### config.mk
export PLATFORM = sky130hd
export DESIGN_NAME = cache_control_directive_parser
export DESIGN_NICKNAME = d
export VERILOG_FILES = /design/src/sv/ccdp_pkg.sv /design/src/sv/ccdp_front.sv /design/src/sv/ccdp_back.sv /design/src/sv/cache_control_directive_parser.sv
export SDC_FILE = /design/constraint.sdc
export NUM_CORES = 1
export LEC_CHECK = 0
export BUFFER_PORTS_ARGS = -buffer_cell sky130_fd_sc_hd__buf_2
export CAP_MARGIN = 10
export CELL_PAD_IN_SITES_DETAIL_PLACEMENT = 1
export CELL_PAD_IN_SITES_GLOBAL_PLACEMENT = 2
export CORE_MARGIN = 2
export CORE_UTILIZATION = 40
export CTS_CLUSTER_DIAMETER = 30
export DETAILED_ROUTE_END_ITERATION = 16
export PLACE_DENSITY = 0.8
export SLEW_MARGIN = 20
export SYNTH_ARGS = -nofsm -noshare
export SYNTH_HDL_FRONTEND = slang
export SYNTH_SLANG_ARGS = --single-unit
### constraint.sdc
create_clock -name clk -period 5.15 [get_ports clk]
set_clock_uncertainty 0.1 [all_clocks]
set_input_delay 0.2575 -clock clk [delete_from_list [all_inputs] [get_ports clk]]
set_output_delay 0.2575 -clock clk [all_outputs]
set_load 0.01 [all_outputs]
### src/sv/ccdp_pkg.sv
package ccdp_pkg;

  localparam int NAME_BYTES = 16;
  localparam int NAME_LEN_W = $clog2(NAME_BYTES + 2);
  localparam int NAME_IDX_W = $clog2(NAME_BYTES);

  localparam logic [31:0] SAT_SECS = 32'h8000_0000;
  localparam logic [31:0] NO_LIMIT = 32'hFFFF_FFFF;

  typedef enum logic [1:0] {
    PH_LEAD = 2'd0,
    PH_NAME = 2'd1,
    PH_ARG  = 2'd2
  } phase_t;

  typedef enum logic [3:0] {
    D_NO_CACHE, D_NO_STORE, D_NO_TRANSFORM, D_ONLY_IF_CACHED, D_MAX_AGE,
    D_MIN_FRESH, D_MAX_STALE, D_MUST_REVAL, D_PROXY_REVAL, D_PRIVATE,
    D_PUBLIC, D_S_MAXAGE, D_NONE
  } dir_t;

  // directive event passed from front to back
  typedef struct packed {
    logic        last;
    logic        resp;
    dir_t        id;
    logic        arg_nonempty;
    logic        arg_ok;
    logic [31:0] arg_val;
  } evt_t;

  typedef struct packed {
    logic        validate_first;
    logic        store_denied;
    logic        transform_denied;
    logic        cached_only;
    logic        stale_denied;
    logic        is_public;
    logic        max_age_present;
    logic [31:0] max_age_secs;
    logic        min_fresh_present;
    logic [31:0] min_fresh_secs;
    logic        max_stale_present;
    logic [31:0] max_stale_secs;
  } res_t;

  function automatic logic is_ws(input logic [7:0] c);
    return (c == 8'd32) || (c >= 8'd9 && c <= 8'd13);
  endfunction

  function automatic int dir_len(input dir_t d);
    case (d)
      D_NO_CACHE, D_NO_STORE, D_S_MAXAGE: return 8;
      D_NO_TRANSFORM: return 12;
      D_ONLY_IF_CACHED: return 14;
      D_MAX_AGE, D_PRIVATE: return 7;
      D_MIN_FRESH, D_MAX_STALE: return 9;
      D_MUST_REVAL: return 15;
      D_PROXY_REVAL: return 16;
      D_PUBLIC: return 6;
      default: return 0;
    endcase
  endfunction

  // names are right-aligned in the vector, first character highest
  function automatic logic [7:0] dir_char(input dir_t d, input int i);
    logic [127:0] s;
    case (d)
      D_NO_CACHE: s = "no-cache";
      D_NO_STORE: s = "no-store";
      D_NO_TRANSFORM: s = "no-transform";
      D_ONLY_IF_CACHED: s = "only-if-cached";
      D_MAX_AGE: s = "max-age";
      D_MIN_FRESH: s = "min-fresh";
      D_MAX_STALE: s = "max-stale";
      D_MUST_REVAL: s = "must-revalidate";
      D_PROXY_REVAL: s = "proxy-revalidate";
      D_PRIVATE: s = "private";
      D_PUBLIC: s = "public";
      D_S_MAXAGE: s = "s-maxage";
      default: s = '0;
    endcase
    if (i < dir_len(d)) return s[8 * (dir_len(d) - 1 - i) +: 8];
    return 8'd0;
  endfunction

endpackage

### src/sv/ccdp_front.sv
module ccdp_front import ccdp_pkg::*; (
  input  logic        clk,
  input  logic        rst,
  input  logic        valid,
  output logic        ready,
  input  logic [7:0]  header_byte,
  input  logic        is_response,
  input  logic        last_byte,
  output logic        evt_valid,
  input  logic        evt_ready,
  output evt_t        evt
);

  logic [7:0]            name_buffer [NAME_BYTES];
  logic [NAME_LEN_W-1:0] name_length;
  logic                  name_bad;
  phase_t                phase;
  logic                  pending;
  logic [31:0]           arg_value;
  logic                  st_started, st_quoted, st_closed, st_neg, st_nonempty, st_err;
  logic [1:0]            aph;

  logic       acc, ws, comma, eq, finish, append;
  logic [31:0] val_next;
  logic [35:0] prod;
  logic        a_started, a_quoted, a_closed, a_neg, a_nonempty, a_err;
  logic [1:0]  a_ph;
  dir_t        id;
  logic        ok;
  logic [7:0]            nb [NAME_BYTES];
  logic [NAME_LEN_W-1:0] nlen;
  logic                  nbad;

  assign ready = !evt_valid || evt_ready;
  assign acc   = valid && ready;
  assign ws    = is_ws(header_byte);
  assign comma = header_byte == 8'd44;
  assign eq    = header_byte == 8'd61;

  // name as it stands once this byte is taken
  always_comb begin
    for (int i = 0; i < NAME_BYTES; i++)
      nb[i] = (append && name_length == NAME_LEN_W'(i)) ? header_byte : name_buffer[i];
    nlen = (append && name_length <= NAME_LEN_W'(NAME_BYTES)) ? name_length + 1'b1
                                                               : name_length;
    nbad = name_bad || (phase == PH_NAME && pending && !ws && !comma);
  end

  always_comb begin
    id = D_NONE;
    ok = 1'b0;
    if (!nbad && nlen <= NAME_LEN_W'(NAME_BYTES)) begin
      for (int d = 0; d < int'(D_NONE); d++) begin
        ok = (NAME_LEN_W'(dir_len(dir_t'(d))) == nlen);
        for (int i = 0; i < NAME_BYTES; i++)
          if (i < dir_len(dir_t'(d)) && nb[i] != dir_char(dir_t'(d), i)) ok = 1'b0;
        if (ok) id = dir_t'(d);
      end
    end
  end

  // argument decoder step
  always_comb begin
    a_started = st_started; a_quoted = st_quoted; a_closed = st_closed;
    a_neg = st_neg; a_nonempty = st_nonempty || !ws; a_err = st_err; a_ph = aph;
    val_next = arg_value;
    prod = {4'd0, arg_value} * 36'd10 + {28'd0, header_byte - 8'd48};
    if (!st_started && header_byte == 8'd34) begin
      a_started = 1'b1; a_quoted = 1'b1;
    end else if (st_quoted && st_closed) begin
      a_started = 1'b1;
      if (!ws) a_err = 1'b1;
    end else if (st_quoted && header_byte == 8'd34) begin
      a_started = 1'b1; a_closed = 1'b1;
    end else begin
      a_started = 1'b1;
      if (ws) begin
        if (aph == 2'd1) a_err = 1'b1;
        else if (aph == 2'd2) a_ph = 2'd3;
      end else if (header_byte == 8'd43 || header_byte == 8'd45) begin
        if (aph == 2'd0) begin
          a_ph = 2'd1;
          if (header_byte == 8'd45) a_neg = 1'b1;
        end else a_err = 1'b1;
      end else if (header_byte >= 8'd48 && header_byte <= 8'd57) begin
        if (aph == 2'd3) a_err = 1'b1;
        else begin
          val_next = (prod > {4'd0, SAT_SECS}) ? SAT_SECS : prod[31:0];
          a_ph = 2'd2;
        end
      end else a_err = 1'b1;
    end
  end

  always_comb begin
    finish = comma || last_byte;
    append = 1'b0;
    case (phase)
      PH_LEAD: append = !ws && !comma && !eq;
      PH_NAME: append = !ws && !comma && !eq;
      default: append = 1'b0;
    endcase
  end

  always_ff @(posedge clk) begin
    if (rst) begin
      evt_valid <= 1'b0;
    end else if (acc) begin
      evt_valid <= finish;
    end else if (evt_ready) begin
      evt_valid <= 1'b0;
    end
    if (acc && finish) begin
      evt.last         <= last_byte;
      evt.resp         <= is_response;
      evt.id           <= id;
      evt.arg_nonempty <= (phase == PH_ARG && !comma) ? a_nonempty : st_nonempty;
      if (phase == PH_ARG && !comma) begin
        evt.arg_ok  <= !a_err && a_ph >= 2'd2 && !(a_quoted && !a_closed)
                       && !(a_neg && val_next != 32'd0);
        evt.arg_val <= val_next;
      end else begin
        evt.arg_ok  <= !st_err && aph >= 2'd2 && !(st_quoted && !st_closed)
                       && !(st_neg && arg_value != 32'd0);
        evt.arg_val <= arg_value;
      end
    end
  end

  always_ff @(posedge clk) begin
    if (rst) begin
      name_length <= '0; name_bad <= 1'b0; phase <= PH_LEAD; pending <= 1'b0;
      arg_value <= '0; aph <= '0;
      {st_started, st_quoted, st_closed, st_neg, st_nonempty, st_err} <= '0;
    end else if (acc) begin
      if (finish) begin
        name_length <= '0; name_bad <= 1'b0; phase <= PH_LEAD; pending <= 1'b0;
        arg_value <= '0; aph <= '0;
        {st_started, st_quoted, st_closed, st_neg, st_nonempty, st_err} <= '0;
      end else begin
        case (phase)
          PH_LEAD: begin
            if (eq) phase <= PH_ARG;
            else if (!ws) phase <= PH_NAME;
          end
          PH_NAME: begin
            if (ws) pending <= 1'b1;
            else begin
              if (pending) name_bad <= 1'b1;
              pending <= 1'b0;
              if (eq) phase <= PH_ARG;
            end
          end
          default: begin
            arg_value <= val_next; aph <= a_ph;
            {st_started, st_quoted, st_closed, st_neg, st_nonempty, st_err} <=
              {a_started, a_quoted, a_closed, a_neg, a_nonempty, a_err};
          end
        endcase
        if (append && name_length <= NAME_LEN_W'(NAME_BYTES))
          name_length <= name_length + 1'b1;
      end
    end
  end

  always_ff @(posedge clk) begin
    if (acc && append && name_length < NAME_LEN_W'(NAME_BYTES))
      name_buffer[name_length[NAME_IDX_W-1:0]] <= header_byte;
  end

endmodule

### src/sv/ccdp_back.sv
module ccdp_back import ccdp_pkg::*; (
  input  logic clk,
  input  logic rst,
  input  logic evt_valid,
  output logic evt_ready,
  input  evt_t evt,
  output logic res_valid,
  input  logic res_ready,
  output res_t res
);

  logic [5:0]  flags, f_next;
  logic [32:0] dur [3];
  logic [32:0] d_next [3];
  logic [32:0] argd;
  logic        acc;

  assign evt_ready = !res_valid || res_ready;
  assign acc = evt_valid && evt_ready;
  assign argd = evt.arg_ok ? {1'b1, evt.arg_val} : 33'd0;

  always_comb begin
    f_next = flags;
    d_next = dur;
    case (evt.id)
      D_NO_CACHE:     f_next[0] = 1'b1;
      D_NO_STORE:     f_next[1] = 1'b1;
      D_NO_TRANSFORM: f_next[2] = 1'b1;
      D_ONLY_IF_CACHED: if (!evt.resp) f_next[3] = 1'b1;
      D_MUST_REVAL, D_PROXY_REVAL: if (evt.resp) f_next[4] = 1'b1;
      D_PRIVATE:  if (evt.resp) f_next[1] = 1'b1;
      D_PUBLIC:   if (evt.resp) f_next[5] = 1'b1;
      D_S_MAXAGE: if (evt.resp) d_next[0] = argd;
      D_MAX_AGE:  if (!evt.resp || !dur[0][32]) d_next[0] = argd;
      D_MIN_FRESH: if (!evt.resp) d_next[1] = argd;
      D_MAX_STALE:
        if (!evt.resp) d_next[2] = evt.arg_nonempty ? argd : {1'b1, NO_LIMIT};
      default: ;
    endcase
  end

  always_ff @(posedge clk) begin
    if (rst) begin
      flags <= '0; dur[0] <= '0; dur[1] <= '0; dur[2] <= '0; res_valid <= 1'b0;
    end else begin
      res_valid <= (acc && evt.last) || (res_valid && !res_ready);
      if (acc) begin
        if (evt.last) begin
          flags <= '0; dur[0] <= '0; dur[1] <= '0; dur[2] <= '0;
        end else begin
          flags <= f_next; dur <= d_next;
        end
      end
    end
  end

  always_ff @(posedge clk) begin
    if (acc && evt.last) begin
      res.validate_first    <= f_next[0];
      res.store_denied      <= f_next[1];
      res.transform_denied  <= f_next[2];
      res.cached_only       <= f_next[3];
      res.stale_denied      <= f_next[4];
      res.is_public         <= f_next[5];
      res.max_age_present   <= d_next[0][32];
      res.max_age_secs      <= d_next[0][31:0];
      res.min_fresh_present <= d_next[1][32];
      res.min_fresh_secs    <= d_next[1][31:0];
      res.max_stale_present <= d_next[2][32];
      res.max_stale_secs    <= d_next[2][31:0];
    end
  end

  a_present: assert property (@(posedge clk) disable iff (rst)
    res_valid |-> (res.max_age_present || res.max_age_secs == 32'd0))
    else $error("max-age value without presence");
  a_sat: assert property (@(posedge clk) disable iff (rst)
    res_valid |-> res.min_fresh_secs <= SAT_SECS)
    else $error("min-fresh beyond saturation");
  a_hold: assert property (@(posedge clk) disable iff (rst)
    res_valid && !res_ready |=> res_valid && $stable(res))
    else $error("result lost under stall");

endmodule

### src/sv/cache_control_directive_parser.sv
// cache-control header parser
// in channel: one header byte per transfer with is_response and last_byte;
// valid/ready handshake, one byte accepted every cycle when not stalled
// out channel: one result transfer per header, after the byte with last_byte
// front stage decodes bytes and emits a directive event per comma or last
// byte into a one-entry register; back folds events into flags and durations
// the last byte goes via the front event register, then the back result register
// throughput: one byte per cycle; the name match and multiply-by-ten of the
// argument value sit in the front stage, the flag update in the back stage
// a stalled output holds its result; the back then the front stop taking
// transfers once their registers are full
// reset clears all parse state, flags and durations; no result is pending
module cache_control_directive_parser import ccdp_pkg::*; (
  input  logic        clk,
  input  logic        rst,
  input  logic        in_valid,
  output logic        in_ready,
  input  logic [7:0]  header_byte,
  input  logic        is_response,
  input  logic        last_byte,
  output logic        out_valid,
  input  logic        out_ready,
  output logic        validate_first,
  output logic        store_denied,
  output logic        transform_denied,
  output logic        cached_only,
  output logic        stale_denied,
  output logic        is_public,
  output logic        max_age_present,
  output logic [31:0] max_age_secs,
  output logic        min_fresh_present,
  output logic [31:0] min_fresh_secs,
  output logic        max_stale_present,
  output logic [31:0] max_stale_secs
);

  logic evt_valid, evt_ready;
  evt_t evt;
  res_t res;

  ccdp_front u_front (
    .clk, .rst, .valid(in_valid), .ready(in_ready), .header_byte, .is_response,
    .last_byte, .evt_valid, .evt_ready, .evt
  );

  ccdp_back u_back (
    .clk, .rst, .evt_valid, .evt_ready, .evt,
    .res_valid(out_valid), .res_ready(out_ready), .res
  );

  assign validate_first    = res.validate_first;
  assign store_denied      = res.store_denied;
  assign transform_denied  = res.transform_denied;
  assign cached_only       = res.cached_only;
  assign stale_denied      = res.stale_denied;
  assign is_public         = res.is_public;
  assign max_age_present   = res.max_age_present;
  assign max_age_secs      = res.max_age_secs;
  assign min_fresh_present = res.min_fresh_present;
  assign min_fresh_secs    = res.min_fresh_secs;
  assign max_stale_present = res.max_stale_present;
  assign max_stale_secs    = res.max_stale_secs;

endmodule
## Word-level counts from Yosys, hierarchy flattened

Memories as Yosys holds them, arrays and structs flattened.
Cells that the tools add are included.

- Add/subtract/negate cells: 251
- Multiply operators: 1
- $lt $le $gt $ge: 138
- Equal/unequal tests: 242
- Shifts and indexed selects: 192
- Multiplexer cells: 1438
- Bitwise operators: 1
- Reduce and logical (&&, ||, !) cells: 282

Operator list:

| cell | count |
|---|---|
| 128-bit by 32-bit indexed part select with 8-bit output | 192 |
| 29-bit two-way mux | 256 |
| 8-bit two-way mux | 592 |
| 29-bit by 2-bit subtractor with 29-bit output (second input constant) | 136 |
| 5-bit by 32-bit < comparator with 1-bit output (first input constant) | 64 |
| 29-bit by 5-bit subtractor with 29-bit output (second input constant) | 64 |
| 128-bit two-way mux | 12 |
| 8-bit inequality test | 192 |
| 4-bit by 32-bit < comparator with 1-bit output (first input constant) | 32 |
| 29-bit by 4-bit subtractor with 29-bit output (second input constant) | 32 |
| 32-bit two-way mux | 18 |
| 1-bit two-way mux | 515 |
| 3-bit by 32-bit < comparator with 1-bit output (first input constant) | 16 |
| 29-bit by 3-bit subtractor with 29-bit output (second input constant) | 16 |
| 33-bit two-way mux | 9 |
| 1-bit by 32-bit < comparator with 1-bit output (first input constant) | 8 |
| 2-bit by 32-bit < comparator with 1-bit output (first input constant) | 8 |
| 1-bit logical AND | 238 |
| 99-bit two-way mux | 1 |
| 33-bit case mux with 2 select lines | 1 |
| 32-bit nonzero test | 2 |
| 8-bit by 6-bit equality test with 1-bit output (second input constant) | 6 |
| 5-bit by 4-bit equality test with 1-bit output (second input constant) | 8 |
| 5-bit equality test | 8 |
| other kinds (46) | 119 |

- Bits in registers: 301
- RAM bits: 128
- Input port bits: 14
- Output and inout port bits: 107
- Word-level logic and storage cells: 2583
- Memories kept: 1

Memories:

| memory | words | bits a word | rd ports | clocked after Yosys merged registers in | write ports | RTL line | source |
|---|---|---|---|---|---|---|---|
| u_front.name_buffer | 16 | 8 | 16 | 0 | 1 | ccdp_front.sv:14 | `logic [7:0] name_buffer [NAME_BYTES];` |

## Longest topological paths before layout

Gate-level depths: netlist of the first run.

- Depth after elaboration: 51
- Mapped depth: 18
- Gate-level depth less buffers: 17

## Hierarchy

From an unflattened synthesis of the first run, not the netlist that was laid out.

- Cell total of the unflattened synthesis: 2148
- Area, all modules: 22404.0 um^2

By module, submodules not included:

| module | times used | cells each | area each (um^2) | sequential area each (um^2) |
|---|---|---|---|---|
| ccdp_front | 1 | 1462 | 14272.4 | 6045.8 |
| ccdp_back | 1 | 686 | 8131.5 | 5275.1 |

## Least setup slack after synthesis of the first run

No wires, ideal clock.

- Path type: register -> register
- From: register u_front.arg_value[1]
- To: register u_front.evt[27] (netlist name)
- Setup time: 0.169 ns
- Data arrival time: 4.504 ns
- Data required time: 4.881 ns
- Slack: 0.377 ns
- Cell stages (with the launch flop): 16
- Buffers on the path: 1
- Period minus slack after synthesis: 4.773 ns
- Cells stage by stage: dfxtp_1 ha_1 ha_1 fa_1 a211oi_2 o211ai_1 a211oi_1 o211ai_1 nor4_1 nand3_1 nor2_1 mux2_2 a2111oi_1 a21oi_1 clkbuf_1 o31ai_1

- Word-level cells in the longest chain between the ends: 12

Ends and longest elaborated chain:

| item | RTL line | source |
|---|---|---|
| from (decl) | ccdp_front.sv:19 | `logic [31:0] arg_value;` |
| from (signal assigned) | ccdp_front.sv:155 | `arg_value <= val_next; aph <= a_ph;` |
| 32-bit by 3-bit multiplier with 35-bit output (*) | ccdp_front.sv:67 | `prod = {4'd0, arg_value} * 36'd10 + {28'd0, header_byte - 8'd48};` |
| 36-bit by 8-bit adder with 36-bit output (*) | ccdp_front.sv:67 |  |
| 36-bit by 32-bit greater-than comparator with 1-bit output | ccdp_front.sv:88 | `val_next = (prod > {4'd0, SAT_SECS}) ? SAT_SECS : prod[31:0];` |
| 32-bit two-way mux (*) | ccdp_front.sv:88 |  |
| 32-bit two-way mux (*) | ccdp_front.sv:86 | `if (aph == 2'd3) a_err = 1'b1;` |
| 32-bit two-way mux (*) | ccdp_front.sv:85 | `end else if (header_byte >= 8'd48 && header_byte <= 8'd57) begin` |
| 32-bit two-way mux (*) | ccdp_front.sv:80 | `end else if (header_byte == 8'd43 \|\| header_byte == 8'd45) begin` |
| 32-bit two-way mux (*) | ccdp_front.sv:77 | `if (ws) begin` |
| 32-bit two-way mux (*) | ccdp_front.sv:73 | `end else if (st_quoted && header_byte == 8'd34) begin` |
| 32-bit two-way mux (*) | ccdp_front.sv:70 | `end else if (st_quoted && st_closed) begin` |
| 32-bit two-way mux (*) | ccdp_front.sv:68 | `if (!st_started && header_byte == 8'd34) begin` |
| 33-bit two-way mux (*) | ccdp_front.sv:118 | `if (phase == PH_ARG && !comma) begin` |

Every way passes the cells marked *; elsewhere a longest branch is shown, timed or not.
A chain may end at the register's enable or synchronous reset.

## Worst setup path after layout of the first run

- From: register u_front.arg_value[5]
- To: register u_front.evt[0] (netlist name)

- Word-level cells in the longest chain between the ends: 12

Ends and longest elaborated chain:

| item | RTL line |
|---|---|
| 32-bit by 3-bit multiplier with 35-bit output | ccdp_front.sv:67 |
| 36-bit by 8-bit adder with 36-bit output | ccdp_front.sv:67 |
| 36-bit by 32-bit greater-than comparator with 1-bit output | ccdp_front.sv:88 |
| 32-bit two-way mux | ccdp_front.sv:88 |
| 32-bit two-way mux | ccdp_front.sv:86 |
| 32-bit two-way mux | ccdp_front.sv:85 |
| 32-bit two-way mux | ccdp_front.sv:80 |
| 32-bit two-way mux | ccdp_front.sv:77 |
| 32-bit two-way mux | ccdp_front.sv:73 |
| 32-bit two-way mux | ccdp_front.sv:70 |
| 32-bit two-way mux | ccdp_front.sv:68 |
| 33-bit two-way mux | ccdp_front.sv:118 |

Every way passes these cells.

==> results.ini, run 1 <==
[floorplan]
initial_utilization_pct = 40.4
io_pins = 121
fp.dieArea_sq_um = 59900
chipWidth_microns = 245
core_region_area_sq_um = 57500
die_h_microns = 245
core.rowCount = 88

[sta]
worst-slew-pin-transition_ps = 1100
setup_violations = 0
slew_headroom_pct = 26.1
slew_violations = 0
totalNegativeSetupSlack_ps = 0
fmaxAchievable_mhz = 196
timing.final.hold_violations = 0
grt_setup_unrepaired = true
clock_period_minus_worst_slack_ps = 5100
finalHoldWorstSlack_ps = 91.9
fraction_of_the_cycle_the_final_worst_path_needs_pct = 99.1

[synth]
syn-num-nets = 2503
yosys.cell_types.count = 101
synth.largest_area_cell = sky130_fd_sc_hd__edfxtp_1
synth_enable_flop_cells = 273
synth_commonest_cells = 317 x sky130_fd_sc_hd__nand2_1, 273 x sky130_fd_sc_hd__edfxtp_1, 262 x sky130_fd_sc_hd__nor2_1
ys_ff_latch = 429
ys_top_cells_by_area = sky130_fd_sc_hd__edfxtp_1 35%, sky130_fd_sc_hd__dfxtp_1 13%, sky130_fd_sc_hd__nand2_1 5.1%, sky130_fd_sc_hd__nor2_1 4.2%, sky130_fd_sc_hd__ha_1 4.0%
postSynthCellCount = 2412
synth_top_flop_cell = sky130_fd_sc_hd__edfxtp_1
synth-async-reset-ratio_pct = 0
yosys_warnings = 0
yosys.area.top_type_share_pct = 35.3
synth_seq_area_share_pct = 48.8
yosys.cell_count.top_type = sky130_fd_sc_hd__nand2_1
synth.cell_area_sq_um = 23200
synthesis.area_per_instance_sq_um = 9.62

[clocking]
cts_root_buffer = sky130_fd_sc_hd__clkbuf_16
clock_latency_ps = 650
ctsLongestPathBuffers = 3
cts.clk_slew.worst_paths_ps = 40
cts-buffers-inserted = 94
tritoncts_clock_tree = built
htreeDepth = 3
clock_sink_count = 429

[pwr]
clkPwrFrac_pct = 59.4
net_switching_fraction_of_the_power_pct = 22.7
static-leakage-power_nw = 10.4
switching_power_mw = 2.30
sequentialPowerShare_pct = 36.8
p_per_area_nw_per_um2 = 351
p_int_mw = 7.82
irDropWorstVdd_uv = 276
pwr-share-comb_pct = 3.8

[final_layout]
postLayoutCoreUtil_pct = 50.2
multiInputGateArea_sq_um = 11400
relative_area_change_from_synthesis_to_final_layout_pct = 24.4
nets = 2724
layout.area.seq_sq_um = 11300
post_route_cells_drive_above_1_share_pct = 19.5
fill_cells = 6436

[global_routing]
gr-total-overflow = 0
globalRouteTotalUtil_pct = 27.9
grt_pass1_vias = 21486
grt_start_max_net_pins = 75
initial_antenna_violation_count = 4
first_pass_grt_wire_length_microns = 129000

[routing]
wire_per_inst_microns = 24.6
remaining_drc_errors = 0
postRouteAntennaNets = 0
postRouteWirelength_microns = 85700
drt-vias-per-instance = 6.03
vias = 21005
detail_route.first_pass.iterations = 6
detail_route.iter0.violations = 1708

[critical_path]
cp-start-kind = register
path_delay_family = compound AO/OA/AOI/OAI gates
timing_worst_setup_path_type = reg2reg
endpoint_kind = register
slowest_stage = sky130_fd_sc_hd__o211ai_1
arrival_ps = 5440
crit_required_ps = 5480
path_cells = ha_1, ha_1, o211ai_1, buf_4, o211a_1, o211ai_1, a21o_2, nor4_2, buf_4, nand3_2, or3_1, or3_1, a211oi_4, a21oi_4, buf_12, o31ai_1
timing.critical_path.buf_inv = 3
worstPathMaxFanout = 52
critPathMaxStageDelay_ps = 480

[placement]
place_congestion = 0.973
portBuffers = 120
dp_hpwl_microns = 61300

[min_path]
hold_class = in2reg

[run_status]
status = complete, no violations

[flow_run]
maxCapViolations = 0

==> repair_timing <==
item,in CTS,in global routing
endpoints found under the setup margin,49,65
pin swaps,4,10
resized for setup,10,40
gates cloned,0,0
hold buffers,5,0
buffers inserted,2,10
hold endpoints to repair,7,0
==> path summary, 6_finish.rpt <==
check	startpoint	to	slack, ps	cells past startpoint
max	u_front.arg_value[5]	u_front.evt[0]	50	16
min	rst	u_back.dur[32]	90	2
max reg2reg	u_front.arg_value[5]	u_front.evt[0]	50	16
min reg2reg	u_back.flags[0]	u_back.flags[0]	390	2
==> worst reg2reg max path: cells and delay by family, from the launching register on <==
family	cells	cell delay, ps
AOI/OAI and AO/OA	7	1880
DFF	1	410
buffers and inverters	3	610
adders and majority gates	2	660
and+or+nand+nor	4	1250
==> cells in the final DEF (no fill, tap or decap), types with 36 or more instances in the layout <==
cell type / synthesis / final
sky130_fd_sc_hd__clkbuf_16: 0 / 94
sky130_fd_sc_hd__a31oi_1: 49 / 49
sky130_fd_sc_hd__nor3_1: 54 / 51
sky130_fd_sc_hd__dfxtp_1: 156 / 147
sky130_fd_sc_hd__nand4_1: 44 / 44
sky130_fd_sc_hd__buf_4: 0 / 146
sky130_fd_sc_hd__a22oi_1: 117 / 117
sky130_fd_sc_hd__ha_1: 75 / 72
sky130_fd_sc_hd__xnor2_1: 37 / 36
sky130_fd_sc_hd__o21ai_0: 154 / 148
sky130_fd_sc_hd__nor2_1: 262 / 260
sky130_fd_sc_hd__nand2_1: 317 / 315
sky130_fd_sc_hd__nand3_1: 57 / 56
sky130_fd_sc_hd__nor4_1: 42 / 41
sky130_fd_sc_hd__o31ai_1: 51 / 45
sky130_fd_sc_hd__edfxtp_1: 273 / 273
sky130_fd_sc_hd__a21oi_1: 90 / 85
sky130_fd_sc_hd__buf_2: 17 / 119
==> registers in the layout (all words and copies together), names as in the netlist, 2 cells and up <==
register	count
u_back.dur	99
u_back.flags	6
u_back.res	105
u_front.aph	2
u_front.arg_value	32
u_front.evt	40
u_front.name_buffer	128
u_front.name_length	5
u_front.phase	2
==> metrics by stage <==
stage          cell area, sq um  power, mW  setup WS (ps)  cells
5_1_grt                   28800       10.4           -169   3479
3_3_place_gp              25200       4.14           45.6   3285
6_report                  28800       10.1           47.2   3482
2_1_floorplan             23200       3.97            377   2412
4_1_cts                   28600       10.2           13.7   3469
3_5_place_dp              25200       4.15           -196   3285
==> cell type report <==
| type | count | area share (%) |
|---|---|---|
| multi-input cells | 1810 | 39.6 |
| well taps | 765 | 3.32 |
| diodes | 3 | 0.0260 |
| clock inverters | 48 | 2.12 |
| flip-flops and latches | 429 | 39.3 |
| inverters | 25 | 0.334 |
| repair buffers | 273 | 6.25 |
| clock buffers | 129 | 9.10 |
==> power by group through the flow <==
stage | Clock [mW] | Sequential, mW | Combinational (mW)
finish | 6.01 | 3.72 | 0.381
floorplan | 0 | 3.78 | 0.191
CTS | 6.07 | 3.72 | 0.374
global placement | 0 | 3.78 | 0.363
detailed placement | 0 | 3.78 | 0.368
global route | 6.26 | 3.72 | 0.404
==> logic make-up (layout without fill, tap and decap cells) <==
logic type / Yosys count / in the layout / synth area share [%]
flip-flops: 429 / 429 / 48.8
other: 0 / 3 / 0
adder cells (fa/ha/maj): 77 / 77 / 4.22
AO/OA/AOI/OAI: 640 / 640 / 18.8
buffers and inverters: 173 / 475 / 3.02
multiplexers: 39 / 39 / 1.76
AND/OR/NAND/NOR: 1002 / 1002 / 21.5
XOR/XNOR: 52 / 52 / 1.96
==> routing by layer <==
metal  GRT usage [%]  wire, microns  vias up  share of wire [%]
li1                -              -     9596                  -
met1            38.3          38700    10566                 45
met2            43.7          39000      690                 45
met3            6.52           6030      149                7.0
met4            8.38           1930        4                2.3
met5               0             38        -              0.044
No activity file was read; power rests on OpenSTA's default activity.
==> run 2: changes to the inputs <==
Settings changed: PLACE_DENSITY 0.8 to 0.86.
==> run 2 against run 1 <==
Compared with the run above:
- via count grew 0.78%
- worst setup slack gained 36 ps
- global-route usage grew 0.14 points
- final cell count shrank 0.46%
- critical path type unchanged
==> results.ini, run 2 (same netlist as run 1, synthesis figures left out) <==
[run_status]
status = complete, no violations  ; unchanged

[pwr]
static-leakage-power_nw = 10.3  ; was 10.4 nW
irDropWorstVdd_uv = 291  ; was 276 uV
p_per_area_nw_per_um2 = 347  ; was 351 nW/um^2

[final_layout]
diodes = 0  ; was 3
relative_area_change_from_synthesis_to_final_layout_pct = 23.9  ; was 24.4%
layout.cell_area.non_filler_sq_um = 28700  ; was 28800 sq um
fill_cells = 6411  ; was 6436
nets = 2719  ; was 2724
final_common_cell = sky130_fd_sc_hd__nand2_1  ; unchanged
largest_register_ff_count = 128  ; unchanged
post_route_cells_drive_above_1_share_pct = 19.3  ; was 19.5%
layout_common_cells = 315 x sky130_fd_sc_hd__nand2_1, 273 x sky130_fd_sc_hd__edfxtp_1, 260 x sky130_fd_sc_hd__nor2_1  ; unchanged

[clocking]
cts.clk_slew.worst_paths_ps = 50  ; was 40 ps
cts-buffers-inserted = 85  ; was 94
htreeDepth = 3  ; unchanged
cts_root_buffer = sky130_fd_sc_hd__clkbuf_16  ; unchanged
clock_latency_ps = 630  ; was 650 ps
clock_sink_count = 429  ; unchanged
tritoncts_clock_tree = built  ; unchanged
ctsLongestPathBuffers = 3  ; unchanged

[placement]
dp_slack_ps = -253  ; was -196 ps
dp_hpwl_microns = 61000  ; was 61300 microns
place_congestion = 1.01  ; was 0.973
placedInstanceArea_sq_um = 25300  ; was 25200 sq um
portBuffers = 120  ; unchanged

[global_routing]
grt_start_max_net_pins = 100  ; was 75
grt_pass1_vias = 21899  ; was 21486
gr-total-overflow = 0  ; unchanged
globalRouteTotalUtil_pct = 28.0  ; was 27.9%
initial_antenna_violation_count = 2  ; was 4
first_pass_grt_wire_length_microns = 130000  ; was 129000 microns

[routing]
detail_route.first_pass.iterations = 5  ; was 6
detail_route.iter0.violations = 1874  ; was 1708
drt-vias-per-instance = 6.11  ; was 6.03
remaining_drc_errors = 0  ; unchanged
wire_per_inst_microns = 24.6  ; about the same
postRouteWirelength_microns = 85400  ; was 85700 microns
postRouteAntennaNets = 0  ; unchanged
vias = 21168  ; was 21005

[critical_path]
worstPathMaxFanout = 8  ; was 52
reg2reg_slack_ps = 80  ; was 50 ps
crit_required_ps = 5590  ; was 5480 ps
path_delay_family = compound AO/OA/AOI/OAI gates  ; unchanged
arrival_ps = 5500  ; was 5440 ps
path_cells = ha_1, ha_1, a21oi_1, o211ai_1, a21oi_1, nand4_1, a41oi_1, xnor2_1, nor4b_1, buf_4, nand4_1, a22o_1, buf_4, or4_1, o21ai_0  ; was ha_1, ha_1, o211ai_1, buf_4, o211a_1, o211ai_1, a21o_2, nor4_2, buf_4, nand3_2, or3_1, or3_1, a211oi_4, a21oi_4, buf_12, o31ai_1
slowest_stage = sky130_fd_sc_hd__dfxtp_1  ; was sky130_fd_sc_hd__o211ai_1
cp-start-kind = register  ; unchanged
timing.critical_path.buf_inv = 2  ; was 3
rr_endpoint = u_front.arg_value[2]  ; was u_front.evt[0]
timing_worst_setup_path_type = reg2reg  ; unchanged
endpoint_kind = register  ; unchanged
r2r_cells = 15  ; was 16
critPathMaxStageDelay_ps = 510  ; was 480 ps
worst_r2r_startpoint = u_front.arg_value[17]  ; was u_front.arg_value[5]

[floorplan]
initial_utilization_pct = 40.4  ; unchanged
die_h_microns = 245  ; unchanged
fp.dieArea_sq_um = 59900  ; unchanged
io_pins = 121  ; unchanged
core_region_area_sq_um = 57500  ; unchanged
chipWidth_microns = 245  ; unchanged
core.rowCount = 88  ; unchanged

[sta]
setup_violations = 0  ; unchanged
worst-slew-pin-transition_ps = 1060  ; was 1100 ps
fmaxAchievable_mhz = 197  ; was 196 MHz
finalHoldWorstSlack_ps = 73.9  ; was 91.9 ps
slew_headroom_pct = 29.0  ; was 26.1%
grt_setup_unrepaired = true  ; unchanged
fraction_of_the_cycle_the_final_worst_path_needs_pct = 98.4  ; was 99.1%
slew_violations = 0  ; unchanged
timing.final.hold_violations = 0  ; unchanged
clock_period_minus_worst_slack_ps = 5070  ; was 5100 ps
worst_case_setup_margin_in_the_final_layout_ps = 83.0  ; was 47.2 ps

[min_path]
hold_path_depth = 2  ; unchanged
hold_class = in2reg  ; unchanged
hold-path-endpoint = u_front.name_buffer[9][4]  ; was u_back.dur[32]
min-delay-start = header_byte[4]  ; was rst

[flow_run]
maxCapViolations = 0  ; unchanged

[run 2: layer usage]
metal	global-route usage [%]	share of wire, %	vias to the layer above
met5	0	0	-
met4	9.86	3.2	0
met3	5.18	7.0	191
met2	45.2	46	785
met1	37.7	44	10620
li1	-	-	9572
[run 2: how the worst max path moves through the flow]
stage,startpoint,to,cells after the start
after floorplan,u_front.arg_value[1],u_front.evt[27],15
after global placement,u_front.arg_value[3],u_front.evt[1],16
after detailed placement,u_front.arg_value[3],u_front.evt[3],16
after CTS,u_front.arg_value[3],u_front.evt[3],15
after global routing,u_front.arg_value[2],u_front.evt[11],19
final,u_front.arg_value[17],u_front.arg_value[2],15
[run 2: repair_timing]
action	in CTS	in global routing
setup buffers	1	9
gates resized for setup	8	37
setup endpoints to repair	52	66
pin swaps	2	12
hold buffers	8	0
endpoints found under the hold margin	16	0
[run 2: through the flow]
stage	TNS, ps	instances	utilization, %	power [mW]
finish	0	3466	50.0	9.98
global route	-811	3466	50.0	10.2
CTS	-10.7	3457	49.6	10.0
detailed placement	-5820	3288	44.0	4.15
global placement	0	3288	44.0	4.15
floorplan	0	2412	-	3.97
[run 2: cell type report]
type / instances / area [sq um] / share of cell area (%)
clock inverter: 55 / 774 / 2.69
inverter: 25 / 96.3 / 0.335
multi-input combinational: 1810 / 11400 / 39.8
sequential: 429 / 11300 / 39.4
timing repair buffer: 277 / 1830 / 6.37
tap: 765 / 957 / 3.33
clock buffer: 105 / 2310 / 8.05
[run 2: report_power, final]
part	leakage [nW]	switching (mW)	internal (mW)	total (mW)
Sequential	3.75	0.0220	3.70	3.72
Combinational	5.08	0.293	0.0967	0.390
Clock	1.48	1.94	3.93	5.87
